$ cat src/sqd_pkg.sv
// sqd_pkg: shared types and constants of the shortest-queue dispatcher.
// No dependencies; used by sqd_front, sqd_back and shortest_queue_dispatcher.
`timescale 1ns / 1ps

package sqd_pkg;

   // fixed field widths of the request and response words
   localparam int WIDX_W    = 3;
   localparam int HANDLER_W = 8;
   localparam int STATUS_W  = 2;
   localparam int OP_W      = 2;

   // configuration register
   localparam int          CFG_W       = 4;
   localparam logic [3:0]  CFG_RESET   = 4'd8;
   localparam int          CSR_ADDR_W  = 3;
   localparam int          CSR_DATA_W  = 32;
   localparam logic [0:0]  REG_WORKERS_IN_USE = 1'b0;

   // slots in each of the small word queues
   localparam int          QUEUE_SLOTS = 2;

   // request function codes
   localparam logic FUNC_SCHEDULE = 1'b0;
   localparam logic FUNC_TAKE     = 1'b1;

   // classified operations handed from front to back
   localparam logic [OP_W-1:0] OP_SCHED    = 2'd0;
   localparam logic [OP_W-1:0] OP_TAKE     = 2'd1;
   localparam logic [OP_W-1:0] OP_TAKE_BAD = 2'd2;

   // response status codes
   localparam logic [STATUS_W-1:0] STATUS_DONE  = 2'd0;
   localparam logic [STATUS_W-1:0] STATUS_FULL  = 2'd1;
   localparam logic [STATUS_W-1:0] STATUS_EMPTY = 2'd2;

   // control part of a command word
   typedef struct packed {
      logic [OP_W-1:0]   op;
      logic [WIDX_W-1:0] widx;
   } cmd_ctrl_type;

endpackage

$ cat src/sqd_front.sv
// sqd_front: accepts request words, classifies them and holds them in a
// two-slot command queue for the back end. Depends on sqd_pkg.
`timescale 1ns / 1ps

module sqd_front #(
   parameter int WORKERS        = 8,
   parameter int ARGUMENT_WIDTH = 32
) (
   input  logic                               clock,
   input  logic                               reset,
   input  logic                               push,
   output logic                               full,
   input  logic                               req_func,
   input  logic [sqd_pkg::WIDX_W-1:0]         req_worker_index,
   input  logic [sqd_pkg::HANDLER_W-1:0]      req_handler_id,
   input  logic [ARGUMENT_WIDTH-1:0]          req_work_argument,
   output logic                               cmd_valid,
   output sqd_pkg::cmd_ctrl_type              cmd_ctrl,
   output logic [sqd_pkg::HANDLER_W-1:0]      cmd_handler,
   output logic [ARGUMENT_WIDTH-1:0]          cmd_arg,
   input  logic                               cmd_pop
);

   sqd_pkg::cmd_ctrl_type                ctrl_ff [sqd_pkg::QUEUE_SLOTS];
   logic [sqd_pkg::HANDLER_W-1:0]        hdl_ff  [sqd_pkg::QUEUE_SLOTS];
   logic [ARGUMENT_WIDTH-1:0]            arg_ff  [sqd_pkg::QUEUE_SLOTS];
   sqd_pkg::cmd_ctrl_type                ctrl_in;
   logic                                 wr_ptr_ff, wr_ptr_in;
   logic                                 rd_ptr_ff, rd_ptr_in;
   logic [1:0]                           cnt_ff, cnt_in;
   logic                                 accept;

   // classify: a take naming a worker that does not exist is answered empty
   always_comb begin
      ctrl_in.widx = req_worker_index;
      unique case (req_func)
         sqd_pkg::FUNC_SCHEDULE: ctrl_in.op = sqd_pkg::OP_SCHED;
         sqd_pkg::FUNC_TAKE: begin
            if (32'(req_worker_index) >= WORKERS) ctrl_in.op = sqd_pkg::OP_TAKE_BAD;
            else ctrl_in.op = sqd_pkg::OP_TAKE;
         end
         default: ctrl_in.op = sqd_pkg::OP_SCHED;
      endcase
   end

   // queue pointers and fill
   assign full      = (cnt_ff == 2'(sqd_pkg::QUEUE_SLOTS));
   assign accept    = push && !full;
   assign cmd_valid = (cnt_ff != 2'd0);
   assign wr_ptr_in = wr_ptr_ff ^ accept;
   assign rd_ptr_in = rd_ptr_ff ^ cmd_pop;
   assign cnt_in    = cnt_ff + 2'(accept) - 2'(cmd_pop);

   always_ff @(posedge clock) begin
      if (reset) begin
         wr_ptr_ff <= 1'b0;
         rd_ptr_ff <= 1'b0;
         cnt_ff    <= 2'd0;
      end else begin
         wr_ptr_ff <= wr_ptr_in;
         rd_ptr_ff <= rd_ptr_in;
         cnt_ff    <= cnt_in;
      end
   end

   // command slots
   always_ff @(posedge clock) begin
      if (accept) begin
         ctrl_ff[wr_ptr_ff] <= ctrl_in;
         hdl_ff[wr_ptr_ff]  <= req_handler_id;
         arg_ff[wr_ptr_ff]  <= req_work_argument;
      end
   end

   assign cmd_ctrl    = ctrl_ff[rd_ptr_ff];
   assign cmd_handler = hdl_ff[rd_ptr_ff];
   assign cmd_arg     = arg_ff[rd_ptr_ff];

endmodule

$ cat config.mk
export PLATFORM = sky130hd
export DESIGN_NAME = sqd_front
export DESIGN_NICKNAME = d
export VERILOG_FILES = /design/src/sqd_pkg.sv /design/src/sqd_front.sv
export SDC_FILE = /design/constraint.sdc
export NUM_CORES = 1
export LEC_CHECK = 0
export BUFFER_PORTS_ARGS = -buffer_cell sky130_fd_sc_hd__buf_2
export CAP_MARGIN = 30
export CORE_MARGIN = 4
export CORE_UTILIZATION = 52
export DETAILED_ROUTE_END_ITERATION = 8
export GPL_TIMING_DRIVEN = 1
export HOLD_SLACK_MARGIN = 0.08
export PLACE_DENSITY = 0.79
export SLEW_MARGIN = 20
export SYNTH_ARGS = -nofsm -noshare
export SYNTH_HDL_FRONTEND = slang
export SYNTH_SLANG_ARGS = --single-unit
$ cat constraint.sdc
create_clock -name clock -period 2.3 [get_ports clock]
set_input_delay 0 -clock clock [delete_from_list [all_inputs] [get_ports clock]]
set_output_delay 0 -clock clock [all_outputs]
set_load 0.005 [all_outputs]
# Yosys cells after proc, flatten, opt, wreduce, memory -nomap -nowiden
# Memories as Yosys holds them, arrays and structs flattened. A register that Yosys moved wholly into a read port is not among the register bits.
# Index checks and enable logic that the tools add are counted.
op_classes:
  n_addsub: 2
  reduce_logical: 3
  n_eq_ne: 1
  muxes: 6
  bitwise: 3
op_table:
  columns: ["op", "n"]
  rows:
  - ["$mux 1", 5]
  - ["$pmux 2 s2", 1]
  - ["$add 2x1->2", 1]
  - ["$eq 2x2->1 const B", 1]
  - ["$reduce_bool 2->1", 1]
  - ["$sub 2x1->2", 1]
  - ["$xor 1x1->1", 2]
  - ["$logic_and 1x1->1", 1]
  - ["$logic_not 1->1", 1]
  - ["$not 1->1", 1]
totals:
  inputBits: 48
  output_inout_bits: 47
  mem_count: 3
  wordCells: 21
  mem_bits_rw: 90
  ff_bits: 4
memory_table:
  columns: ["memory", "words", "word_bits", "read_ports", "rd_clocked_by_memory_dff", "write_ports", "line_no", "rtl"]
  rows:
  - ["arg_ff", 2, 32, 1, 1, 1, "sqd_front.sv:26", "logic [ARGUMENT_WIDTH-1:0] arg_ff [sqd_pkg::QUEUE_SLOTS];"]
  - ["hdl_ff", 2, 8, 1, 1, 1, "sqd_front.sv:25", "logic [sqd_pkg::HANDLER_W-1:0] hdl_ff [sqd_pkg::QUEUE_SLOTS];"]
  - ["ctrl_ff", 2, 5, 1, 1, 1, "sqd_front.sv:24", "sqd_pkg::cmd_ctrl_type ctrl_ff [sqd_pkg::QUEUE_SLOTS];"]

# Logic depth before layout (Yosys ltp)
# Gate-level depths: netlist of the first run.
logic_depth:
  ltp_word: 5
  ltp_mapped: 7
  ltp_nobuf: 7

# Worst setup path after synthesis of the first run
# Ideal clock, no wire load.
synth_timing:
  path_kind: "register to register"
  from: "reg cnt_ff[0]"
  to: "mem arg_ff[1][0] (enable)"
  t_arrival_ns: 1.698
  required_ns: 1.894
  path_slack_ns: 0.196
  n_path_buf: 0
  period_less_slack_ns: 2.104
  stages_incl_launch_ff: 4
  path_cell_list: "dfxtp_1 nand2b_1 and2_1 ha_1"
synth_between:
  elab_chain_cells: 5
synth_rtl:
  columns: ["item", "line_no", "rtl"]
  rows:
  - ["start: declaration", "sqd_front.sv:30", "logic [1:0] cnt_ff, cnt_in;"]
  - ["start signal: assignment", "sqd_front.sv:62", "cnt_ff <= cnt_in;"]
  - ["$eq 2x2->1", "sqd_front.sv:47", "assign full = (cnt_ff == 2'(sqd_pkg::QUEUE_SLOTS));"]
  - ["$logic_not 1->1", "sqd_front.sv:48", "assign accept = push && !full;"]
  - ["$logic_and 1x1->1", "sqd_front.sv:48", null]
  - ["$mux 1", "sqd_front.sv:68", "if (accept) begin"]
  - ["$mux 1 (not written as such)", "sqd_front.sv:71", "arg_ff[wr_ptr_ff] <= req_work_argument;"]
  - ["end: declaration", "sqd_front.sv:26", null]
# No other way between the ends.

==> flow_summary.yaml, run 1 <==
status:
  status: "complete, no violations"
synth:
  syn_area_sq_um: 3600
  ys.warnings.count: 0
  syn_nets: 212
  post_synth.cell_area_avg_sq_um: 22.5
  syn-instance-count: 160
  ys_types: 18
  synth-seq-cells: 92
  ys_seq_area_frac: 0.756
global_routing:
  grt_max_degree: 34
  gr-total-overflow: 0
  grt_usage: 0.156
  grt_pass1_wl_mm: 9.87
  grt_antenna_before_repair: 0
  grt_pass1_vias: 1972
detailed_routing:
  postRouteAntennaNets: 0
  routedWlPerCell_um: 15.7
  drtIter0Drc: 84
  drc: 0
  drt-total-wl_mm: 6.18
  vias: 1929
  vias_per_cell: 4.91
  dr.pass1.iters: 4
placement:
  io_buffers: 93
  postPlaceCellArea_sq_um: 4140
  dpl.hpwl_mm: 3.94
  place.gp.congestion: 0.709
final_layout:
  final_cell_mix: "93 x buf_2, 88 x edfxtp_1, 46 x dlygate4sd3_1"
  syn_to_final_growth_pct: 32.2
  diodes: 0
  nNetsFinal: 360
  final_core_utilization: 0.704
  fin_area_sq_um: 4760
  drive_above_1_share: 0.508
  final_common_cell: "buf_2"
floorplanning:
  die_w_um: 91.2
  initial_utilization: 0.533
  die_h_um: 91.2
  io_pins: 95
  rows: 30
  dieArea_sq_um: 8320
  fp.coreArea_sq_um: 6760
worst_setup_path:
  end_kind: "primary output"
  crit_start: "rd_ptr_ff"
  critical_path_class: "flip-flop to primary output"
  rr_startpoint: "cnt_ff[0]"
  crit_arrival_ps: 1750
  cp_max_fo: 14
  crit_required_ps: 2300
  start_kind: "flip-flop"
clock_tree:
  insertion_delay_ps: 340
  clk_pin_slew_ps: 80
  h-tree-depth: 3
  clock_path_buffers: 2
  cts.sinks: 92
  cts_resized: 0
  numCtsBuffers: 9
  cts_tree: "done"
  clock-root-buffer: "clkbuf_8"
power:
  p_clk_frac: 0.222
  power.switching_uw: 940
  power_frac_seq: 0.560
  p_per_area_nw_per_um2: 832
  p_leak_uw: 0.00192
  ir_worst_vdd_uv: 541
  swShare: 0.237
  p_comb_frac: 0.218
  internal-power_uw: 3020
sta:
  setup_violations: 0
  post-route-period-util: 0.761
  fin_worst_skew_ps: 6.34
  slew_violations: 0
  timing.final.hold_violations: 0
  fmax_mhz: 571
  setup_tns_ps: 0
  rsz0062_at_grt: "false"
  fin_crit_ps: 1750
min_path:
  min-delay-start: "push"
  hold_class: "input pin to flip-flop"
flow_run:
  drv_cap: 0
metrics by stage:
step	worst slack (ps)	cells	hold WS (ps)	total power, uW
floorplan	196	160	66.7	2750
global placement	723	331	190	3040
detailed placement	659	331	193	3070
CTS	516	393	117	4010
global route	455	393	140	4170
finish	550	393	133	3960
per-layer routing:
metal  global-route usage  wire (um)
met3               0.0373        286
met1                0.189       2530
met2                0.269       3280
met4               0.0603         86
met5                    0          0
cell families (layout without fill, tap and decap cells):
family | Yosys count | count (layout) | synth area share
buffers and inverters | 9 | 162 | 0.0306
AND/OR/NAND/NOR | 8 | 8 | 0.0111
flip-flops | 92 | 92 | 0.756
multiplexers | 44 | 44 | 0.178
XOR/XNOR | 2 | 2 | 0.00869
adder cells (fa/ha/maj) | 4 | 4 | 0.0139
other | 1 | 1 | 0.00104
registers in the layout, indices dropped and copies added, names as in the netlist:
register   count
ctrl_ff        8
arg_ff        64
rd_ptr_ff      1
wr_ptr_ff      1
cnt_ff         2
hdl_ff        16
critical path, cell delays in order, from the launching register on:
cell	delay [ps]
dfxtp_2	610
buf_4	340
mux2_4	330
buf_2	130
synthesized netlist by cell type:
| library cell | number | area [sq um] |
|---|---|---|
| nand2_1 | 1 | 3.75 |
| and2_1 | 1 | 6.26 |
| mux2_2 | 5 | 56.3 |
| buf_4 | 1 | 7.51 |
| nor2b_1 | 1 | 6.26 |
| buf_12 | 4 | 80.1 |
| mux2_4 | 39 | 586 |
| edfxtp_1 | 88 | 2640 |
| xnor3_1 | 1 | 22.5 |
| conb_1 | 1 | 3.75 |
| xnor2_1 | 1 | 8.76 |
| buf_6 | 1 | 11.3 |
| nand2b_1 | 1 | 6.26 |
| ha_1 | 4 | 50.1 |
| dfxtp_1 | 4 | 80.1 |
| inv_1 | 3 | 11.3 |
| or2_2 | 1 | 6.26 |
| nor2_1 | 3 | 11.3 |
final timing paths:
kind,slack [ps],to,cells past startpoint
setup reg to reg,660,hdl_ff[0][3],4
hold reg to reg,600,wr_ptr_ff,3
hold / removal,130,wr_ptr_ff,4
setup / recovery,550,cmd_arg[4],3
power groups by stage:
stage | Clock [uW] | Combinational (uW) | Sequential [uW]
finish | 879 | 864 | 2220
global route | 988 | 947 | 2240
CTS | 914 | 878 | 2220
detailed placement | 0 | 813 | 2260
global placement | 0 | 796 | 2240
floorplan | 0 | 516 | 2240
area by class of cell:
cell class / count / area [sq um]
clock buffer: 10 / 128
fill: 441 / 2000
multi-input combinational: 59 / 772
inverter: 3 / 11.3
tap: 80 / 100
sequential: 92 / 2720
clock inverter: 6 / 31.3
timing repair buffer: 143 / 993
repair_timing:
item,CTS,global route
setup buffers,0,0
hold buffers,46,0
endpoints found under the hold margin,92,0
Power figures use the tool's default switching activity.
==> inputs of run 2 (changes only) <==
==> constraint.sdc (replaced) <==
create_clock -name clock -period 1.8 [get_ports clock]
set_input_delay 0 -clock clock [delete_from_list [all_inputs] [get_ports clock]]
set_output_delay 0 -clock clock [all_outputs]
set_load 0.005 [all_outputs]
==> run 2 against run 1 <==
  * Power is 29% higher
  * First-iteration DRC count decreased by 17%
  * Highest routed layer unchanged
  * Core utilization rose by 0.28 points
  * Design area up 0.39%
  * Clock skew hardly changed
  * Hold slack worse by 15 ps
  * Global-route usage shrank 0.53 points
  * Largest cell class unchanged
  * Critical path type unchanged
==> flow_summary.yaml, run 2 (synthesis results as in run 1) <==
global_routing:
  grt_usage: 0.150
  grt_max_degree: 34
  grt_antenna_before_repair: 0
  grt_pass1_wl_mm: 9.52
  grt_pass1_vias: 1971
  gr-total-overflow: 0
clock_tree:
  clk_pin_slew_ps: 80
  clock-root-buffer: "clkbuf_8"
  clock_path_buffers: 2
  insertion_delay_ps: 340
  cts_tree: "done"
  numCtsBuffers: 9
  cts.sinks: 92
  h-tree-depth: 3
worst_setup_path:
  crit_required_ps: 1800
  critical_path_class: "flip-flop to primary output"
  crit_chain: "buf_4, mux2_2, buf_2"
  end_kind: "primary output"
  cp_num_buf_inv: 2
  critPathMaxStageDelay_ps: 400
  critPathSlowestCell: "mux2_2"
  cp_top_family: "buffers and inverters"
  start_kind: "flip-flop"
  crit_arrival_ps: 1600
  cp_max_fo: 26
sta:
  fmax_mhz: 626
  slew_violations: 0
  post-route-period-util: 0.887
  timing.final.hold_violations: 0
  fin_worst_skew_ps: 6.83
  setup_violations: 0
  fin_crit_ps: 1600
  rsz0062_at_grt: "false"
final_layout:
  fin_area_sq_um: 4780
  syn_to_final_growth_pct: 32.7
  largest_register_ffs: 64
  fill_cells: 437
  largestRegisters: "arg_ff x64, hdl_ff x16, ctrl_ff x8"
  drive_above_1_share: 0.514
  final_common_cell: "buf_2"
  final_core_utilization: 0.707
  nNetsFinal: 362
  top_register: "arg_ff"
  final_cell_mix: "93 x buf_2, 88 x edfxtp_1, 46 x dlygate4sd3_1"
  diodes: 0
detailed_routing:
  drc: 0
  routedWlPerCell_um: 15.2
  drtIter0Drc: 70
  vias: 1890
  vias_per_cell: 4.78
  drt-total-wl_mm: 6.01
  postRouteAntennaNets: 0
  dr.pass1.iters: 4
min_path:
  hold_class: "input pin to flip-flop"
power:
  ir_worst_vdd_uv: 599
  p_leak_uw: 0.00193
  p_per_area_nw_per_um2: 1070
floorplanning:
  io_pins: 95
  die_w_um: 91.2
  fp.coreArea_sq_um: 6760
  initial_utilization: 0.533
  dieArea_sq_um: 8320
  die_h_um: 91.2
  rows: 30
placement:
  postPlaceCellArea_sq_um: 4140
  dpl.hpwl_mm: 3.98
  place.gp.congestion: 0.726
  io_buffers: 93
status:
  status: "complete, no violations"
flow_run:
  drv_cap: 0
## run 2: cell types whose count changed in the layout (fill, tap and decap cells not counted)
cell,before,now
clkinv_4,0,2
clkbuf_1,1,0
buf_4,1,4
clkinv_2,4,1
inv_6,0,2
buf_12,3,2
## run 2: what timing repair did
item,4_1_cts,5_1_grt
hold buffers,46,0
resized for setup,0,0
hold endpoints to repair,92,0
buffers inserted,0,0
## run 2: power breakdown
part / total [uW] / internal (uW) / switching, uW
registers: 2820 / 2730 / 81.8
logic: 1120 / 640 / 479
clock network: 1190 / 508 / 679
total: 5120 / 3880 / 1240
## run 2: worst reg2reg max path, stage by stage (launching register included)
cell	delay (ps)
dfxtp_2	330
buf_4	390
xnor2_1	170
nor2_1	50
dlygate4sd3_1	540
## run 2: path summary, 6_finish.rpt
| path | depth (start not counted) | to | slack [ps] | from |
|---|---|---|---|---|
| setup / recovery | 3 | cmd_ctrl[0] | 200 | rd_ptr_ff |
| hold / removal | 4 | wr_ptr_ff | 120 | push |
| setup reg to reg | 4 | rd_ptr_ff | 210 | rd_ptr_ff |
| hold reg to reg | 3 | wr_ptr_ff | 600 | wr_ptr_ff |
## run 2: final cells by class
class	count	area (sq um)	area share
clock buffer	9	124	0.0259
clock inverter	7	51.3	0.0107
inverter	3	11.3	0.00236
multi-input combinational	59	772	0.162
sequential	92	2720	0.570
tap	80	100	0.0209
timing repair buffer	145	996	0.208
## run 2: per-layer routing
| metal | vias to the layer above | track usage | share of wire |
|---|---|---|---|
| li1 | 913 | - | - |
| met1 | 907 | 0.186 | 0.42 |
| met2 | 63 | 0.252 | 0.52 |
| met3 | 7 | 0.0348 | 0.050 |
| met4 | 0 | 0.0678 | 0.012 |
| met5 | - | 0 | 0 |
## run 2: stage by stage
step / power [uW] / hold slack (ps) / setup slack, ps / instances / setup TNS, ps
after floorplan: 3520 / 66.7 / -304 / 160 / -26710
after global placement: 3890 / 190 / 434 / 333 / 0
after detailed placement: 3930 / 191 / 390 / 333 / 0
after CTS: 5200 / 111 / 169 / 395 / 0
after global routing: 5400 / 147 / 129 / 395 / 0
final: 5120 / 119 / 203 / 395 / 0
